==> src/rtl/jkl_pkg.sv <==
// Shared constants, request codes and controller/datapath bundles for the
// jackknife leave-one-out unit. No dependencies.
`timescale 1ns / 1ps
`default_nettype none
package jkl_pkg;

    localparam int MAX_POINTS  = 256;
    localparam int MAX_SAMPLES = 1024;
    localparam int MIN_SAMPLES = 3;
    localparam int VALUE_BITS  = 24;
    localparam int ERR_BITS    = VALUE_BITS - 1;
    localparam int IDX_BITS    = $clog2(MAX_POINTS);
    localparam int CFG_BITS    = 11;
    localparam int SUM_BITS    = 34;
    localparam int SQ_BITS     = 58;
    localparam int PROD_BITS   = 2 * VALUE_BITS;

    // divider: dividend magnitude and divisor (N-1 at most MAX_SAMPLES-1)
    localparam int DIV_W   = SQ_BITS;
    localparam int DVS_W   = $clog2(MAX_SAMPLES);
    localparam int DCNT_W  = $clog2(DIV_W + 1);

    // square root over a DIV_W radicand
    localparam int ROOT_W  = DIV_W / 2;
    localparam int SREM_W  = ROOT_W + 2;
    localparam int SCNT_W  = $clog2(ROOT_W + 1);

    localparam logic [1:0] REQ_CLEAR = 2'd0;
    localparam logic [1:0] REQ_ACC   = 2'd1;
    localparam logic [1:0] REQ_EMIT  = 2'd2;

    typedef enum logic [1:0] {
        DIV_MEAN,
        DIV_T,
        DIV_D
    } div_sel_t;

    typedef struct packed {
        logic     take;
        logic     mem_rd;
        logic     clr_wr;
        logic     acc_wr;
        logic     cap_diff;
        logic     div_start;
        div_sel_t div_sel;
        logic     cap_mean;
        logic     cap_t;
        logic     cap_d;
        logic     sqrt_start;
        logic     out_load;
    } ctrl_cmd_t;

    typedef struct packed {
        logic [1:0] req;
        logic       div_busy;
        logic       sqrt_busy;
        logic       d_neg;
        logic       out_free;
    } dp_stat_t;

endpackage
`default_nettype wire

==> src/rtl/jkl_ctrl.sv <==
// Controller state machine sequencing memory access for each request and the
// divisions and square root for emit requests. Depends on jkl_pkg.
`timescale 1ns / 1ps
`default_nettype none
module jkl_ctrl (
    input  wire logic               clk,
    input  wire logic               rst_n,
    input  wire logic               in_valid,
    output logic                    in_ready,
    input  wire jkl_pkg::dp_stat_t  stat,
    output jkl_pkg::ctrl_cmd_t      cmd
);
    typedef enum logic [3:0] {
        S_IDLE,
        S_DECODE,
        S_ACC_WR,
        S_DIFF,
        S_DIV1_GO,
        S_DIV1,
        S_DIV2_GO,
        S_DIV2,
        S_DSUB,
        S_DIV3_GO,
        S_DIV3,
        S_SQ_GO,
        S_SQ,
        S_OUT
    } state_t;

    state_t state_reg;
    state_t state_next;

    always_comb
    begin
        cmd        = '0;
        cmd.div_sel = jkl_pkg::DIV_MEAN;
        state_next = state_reg;
        unique case (state_reg)
            S_IDLE:
            begin
                if (in_valid)
                begin
                    cmd.take   = 1'b1;
                    state_next = S_DECODE;
                end
            end
            S_DECODE:
            begin
                cmd.mem_rd = 1'b1;
                unique case (stat.req)
                    jkl_pkg::REQ_CLEAR:
                    begin
                        cmd.clr_wr = 1'b1;
                        state_next = S_IDLE;
                    end
                    jkl_pkg::REQ_ACC:  state_next = S_ACC_WR;
                    jkl_pkg::REQ_EMIT: state_next = S_DIFF;
                    default:           state_next = S_IDLE;
                endcase
            end
            S_ACC_WR:
            begin
                cmd.acc_wr = 1'b1;
                state_next = S_IDLE;
            end
            S_DIFF:
            begin
                cmd.cap_diff = 1'b1;
                state_next   = S_DIV1_GO;
            end
            S_DIV1_GO:
            begin
                cmd.div_start = 1'b1;
                state_next    = S_DIV1;
            end
            S_DIV1:
            begin
                if (!stat.div_busy)
                begin
                    cmd.cap_mean = 1'b1;
                    state_next   = S_DIV2_GO;
                end
            end
            S_DIV2_GO:
            begin
                cmd.div_start = 1'b1;
                cmd.div_sel   = jkl_pkg::DIV_T;
                state_next    = S_DIV2;
            end
            S_DIV2:
            begin
                cmd.div_sel = jkl_pkg::DIV_T;
                if (!stat.div_busy)
                begin
                    cmd.cap_t  = 1'b1;
                    state_next = S_DSUB;
                end
            end
            S_DSUB:
            begin
                cmd.cap_d  = 1'b1;
                state_next = S_DIV3_GO;
            end
            S_DIV3_GO:
            begin
                cmd.div_sel = jkl_pkg::DIV_D;
                // negative radicand: skip straight to a zero error
                if (stat.d_neg)
                    state_next = S_OUT;
                else
                begin
                    cmd.div_start = 1'b1;
                    state_next    = S_DIV3;
                end
            end
            S_DIV3:
            begin
                cmd.div_sel = jkl_pkg::DIV_D;
                if (!stat.div_busy)
                    state_next = S_SQ_GO;
            end
            S_SQ_GO:
            begin
                cmd.sqrt_start = 1'b1;
                state_next     = S_SQ;
            end
            S_SQ:
            begin
                if (!stat.sqrt_busy)
                    state_next = S_OUT;
            end
            S_OUT:
            begin
                // hold until the result register is free
                if (stat.out_free)
                begin
                    cmd.out_load = 1'b1;
                    state_next   = S_IDLE;
                end
            end
            default: state_next = S_IDLE;
        endcase
    end

    always_ff @(posedge clk or negedge rst_n)
    begin
        if (!rst_n)
            state_reg <= S_IDLE;
        else
            state_reg <= state_next;
    end

    assign in_ready = (state_reg == S_IDLE);
endmodule
`default_nettype wire

==> config.mk <==
export PLATFORM = sky130hd
export DESIGN_NAME = jkl_ctrl
export DESIGN_NICKNAME = d
export VERILOG_FILES = /design/src/rtl/jkl_pkg.sv /design/src/rtl/jkl_ctrl.sv
export SDC_FILE = /design/constraint.sdc
export NUM_CORES = 1
export LEC_CHECK = 0
export ABC_CLOCK_PERIOD_IN_PS = 3400
export BUFFER_PORTS_ARGS = -buffer_cell sky130_fd_sc_hd__buf_4
export CAP_MARGIN = 0
export CORE_AREA = 2 2 39 41
export CTS_CLUSTER_SIZE = 25
export DETAILED_ROUTE_END_ITERATION = 10
export DIE_AREA = 0 0 41 43
export PLACE_DENSITY_LB_ADDON = 0.05
export SYNTH_ARGS = -nofsm -noshare
export SYNTH_HDL_FRONTEND = slang
export SYNTH_SLANG_ARGS = --single-unit
==> constraint.sdc <==
create_clock -name clk -period 3.4 [get_ports clk]
set_input_delay 0.34 -clock clk [delete_from_list [all_inputs] [get_ports clk]]
set_output_delay 0.34 -clock clk [all_outputs]
set_load 0.01 [all_outputs]
==> run metrics <==
status finished, final reports clean; worst slew pin tran about 0.58 ns; Post-DP Area between 600 and 700 µm²; Cell Pwr Density between 700 and 800 nW/µm²; Placer Congestion roughly 0.76; DRT iter0 DRCs 5; CP Launch Type flop; Std-Cell Rows 14; syn nets 75; worst slew margin relative to its limit between 60 and 70%; Layout area overhead 36.0%; RSZ-0062 raised after global routing false; drt wl/cell 12.9 µm; Fill cells about 160; vias per inst 5.33; Leakage 0.322 nW; Final setup viols 0; number of synthesized flops with an enable pin 0; CTS resizes 0; CTS Buffer Depth 2; total chip power just over 0.5 mW; DRC Markers 0; ANT nets after route 0; min-delay worst type in -> reg; Pint ~0.26 mW; Worst Path Required slightly above 3 ns; global-route wire length before repair 1960 µm; largest stage delay on the critical path roughly 0.63 ns; initial antenna violation count 0; VDD IR max roughly 0.32 mV; FF+latch count, synth 4; Worst Skew between 0.003 and 0.004 ns; ANT cells 0; global route overflow 0; post-DP HPWL approximately 930 µm; CTS tree built; worst skew pair latency 0.24 ns; setup bufs post-CTS 0; DIE AREA around 1800 µm²; Worst setup EP type output port; Die Ht approximately 43 µm; Synth Area per Inst roughly 7.5 µm²; setup TNS 0 ns; largest fanout on the critical path 16; Initial Utilization 34.6%; top_reg_cell synth dfrtp_1; layout net count between 90 and 100; CP max-delay cell dfrtp_1; maxcap violations 0; critical path data arrival time roughly 1.7 ns; # IOs 23; asr flop ratio synth 100%; count of hold-fix buffers inserted at cts 1; power share of the sequential group roughly 28%; clock sink count 4; clock root cell clkbuf_4; Comb power frac about 60%; Vias approximately 530; Max Freq just under 0.5 GHz; kind of critical path reg -> out; Final Hold Fails 0; # port buffers 22; Slew Viols, Final 0; clock slew at reported path FFs around 0.040 ns; Yosys cell types 27; largest net degree at the start of global routing 17; register area share after synthesis 20.9%; post-layout util a little under half; Post-Syn Instances 64; Post-synth top cells 7 x nor3_1, 6 x nor2_1, 5 x a21oi_1; share of layout cells above drive strength 1 about 37%; Net Sw Frac between 40% and 50%; Net Sw Power 0.252 mW; CTS buffer count 3; Die W between 40 and 50 µm; WL final 1290 µm; overall routing resource usage 15.9%; H-tree lvl count 1; Synth Cell Area 479 µm²; Final Critical Period roughly 2.1 ns; Yosys top cell by area dfrtp_1; total core area ~1400 µm²; Largest register FFs 4; TritonRoute pass-1 iters 4; Final period util roughly three fifths; critical-path cell list or2b_2, o32ai_1, buf_4; count leader, synth nor3_1; top cells by area, synth dfrtp_1 21%, nor3_1 7.3%, buf_6 7.0%; final instance area ~650 µm²; Synth Warn # 0; clock share of power between 10 and 15%; Synth top area share a little over a fifth; Reg2Reg Setup Slack about 1.4 ns; number of global-route vias before repair approximately 450
-- cells in the final DEF (no fill, tap or decap), types with 2 or more instances in the layout --
cell type and instances:
a21oi_1 5, and2_1 2, buf_4 22, clkbuf_4 3, dfrtp_1 4, ha_1 2
inv_1 4, mux2_2 2, mux2i_1 3, nand2_1 4, nor2_1 6, nor3_1 7
o21ai_0 4, or2b_2 2
-- critical path: cells and delay by family (launching register included) --
kind | cells | cell delay, ns
buffers and inverters | 1 | 0.17
DFF | 1 | 0.63
and+or+nand+nor | 1 | 0.41
AOI/OAI and AO/OA | 1 | 0.29
-- cells by family (layout without fill, tap and decap cells) --
group,after synthesis,in the layout,share of synthesized area [%]
buf+inv,11,31,13.3
mux,5,5,11.0
simple gates,26,26,27.9
flops,4,4,20.9
fa+ha+maj,2,2,5.22
compound gates,16,16,21.7
-- power groups by stage --
| stage | combinational [mW] | sequential (mW) | clock [mW] |
|---|---|---|---|
| final | 0.309 | 0.145 | 0.0629 |
| after global routing | 0.341 | 0.153 | 0.0686 |
| after CTS | 0.312 | 0.143 | 0.0647 |
| after detailed placement | 0.309 | 0.142 | 0 |
| after global placement | 0.314 | 0.143 | 0 |
| after floorplan | 0.285 | 0.0839 | 0 |
-- path summary, 6_finish.rpt --
path,startpoint,end,depth (start not counted)
max,state_reg[3],cmd[7],3
min,stat[3],state_reg[1],3
max reg2reg,state_reg[3],state_reg[2],4
min reg2reg,state_reg[1],state_reg[1],2
max in group asynchronous,rst_n,state_reg[3],2
min in group asynchronous,rst_n,state_reg[1],2
-- layout make-up --
type,count,area [µm²],share of cell area [%]
clock buffers,3,22.5,3.45
inverters,5,18.8,2.88
multi-input cells,49,315,48.4
flip-flops and latches,4,100,15.4
well taps,16,20.0,3.07
repair buffers,23,175,26.9
-- metrics by stage --
step,cells,setup WS (ns),hold WS (ns)
floorplan,64,1.63,0.0444
global placement,96,1.42,0.136
detailed placement,96,1.35,0.138
CTS,100,1.33,0.416
global route,100,1.23,0.427
finish,100,1.32,0.414
-- metal layers --
layer / global-route usage (%) / up-vias / part of all wire (%)
li1: - / 265 / -
met2: 22.5 / 14 / 48
met1: 23.0 / 254 / 45
met3: 4.71 / 0 / 7.0
met4: 4.00 / 0 / 0
met5: 0 / - / 0
Note: power is estimated with default switching activity, not from simulation.
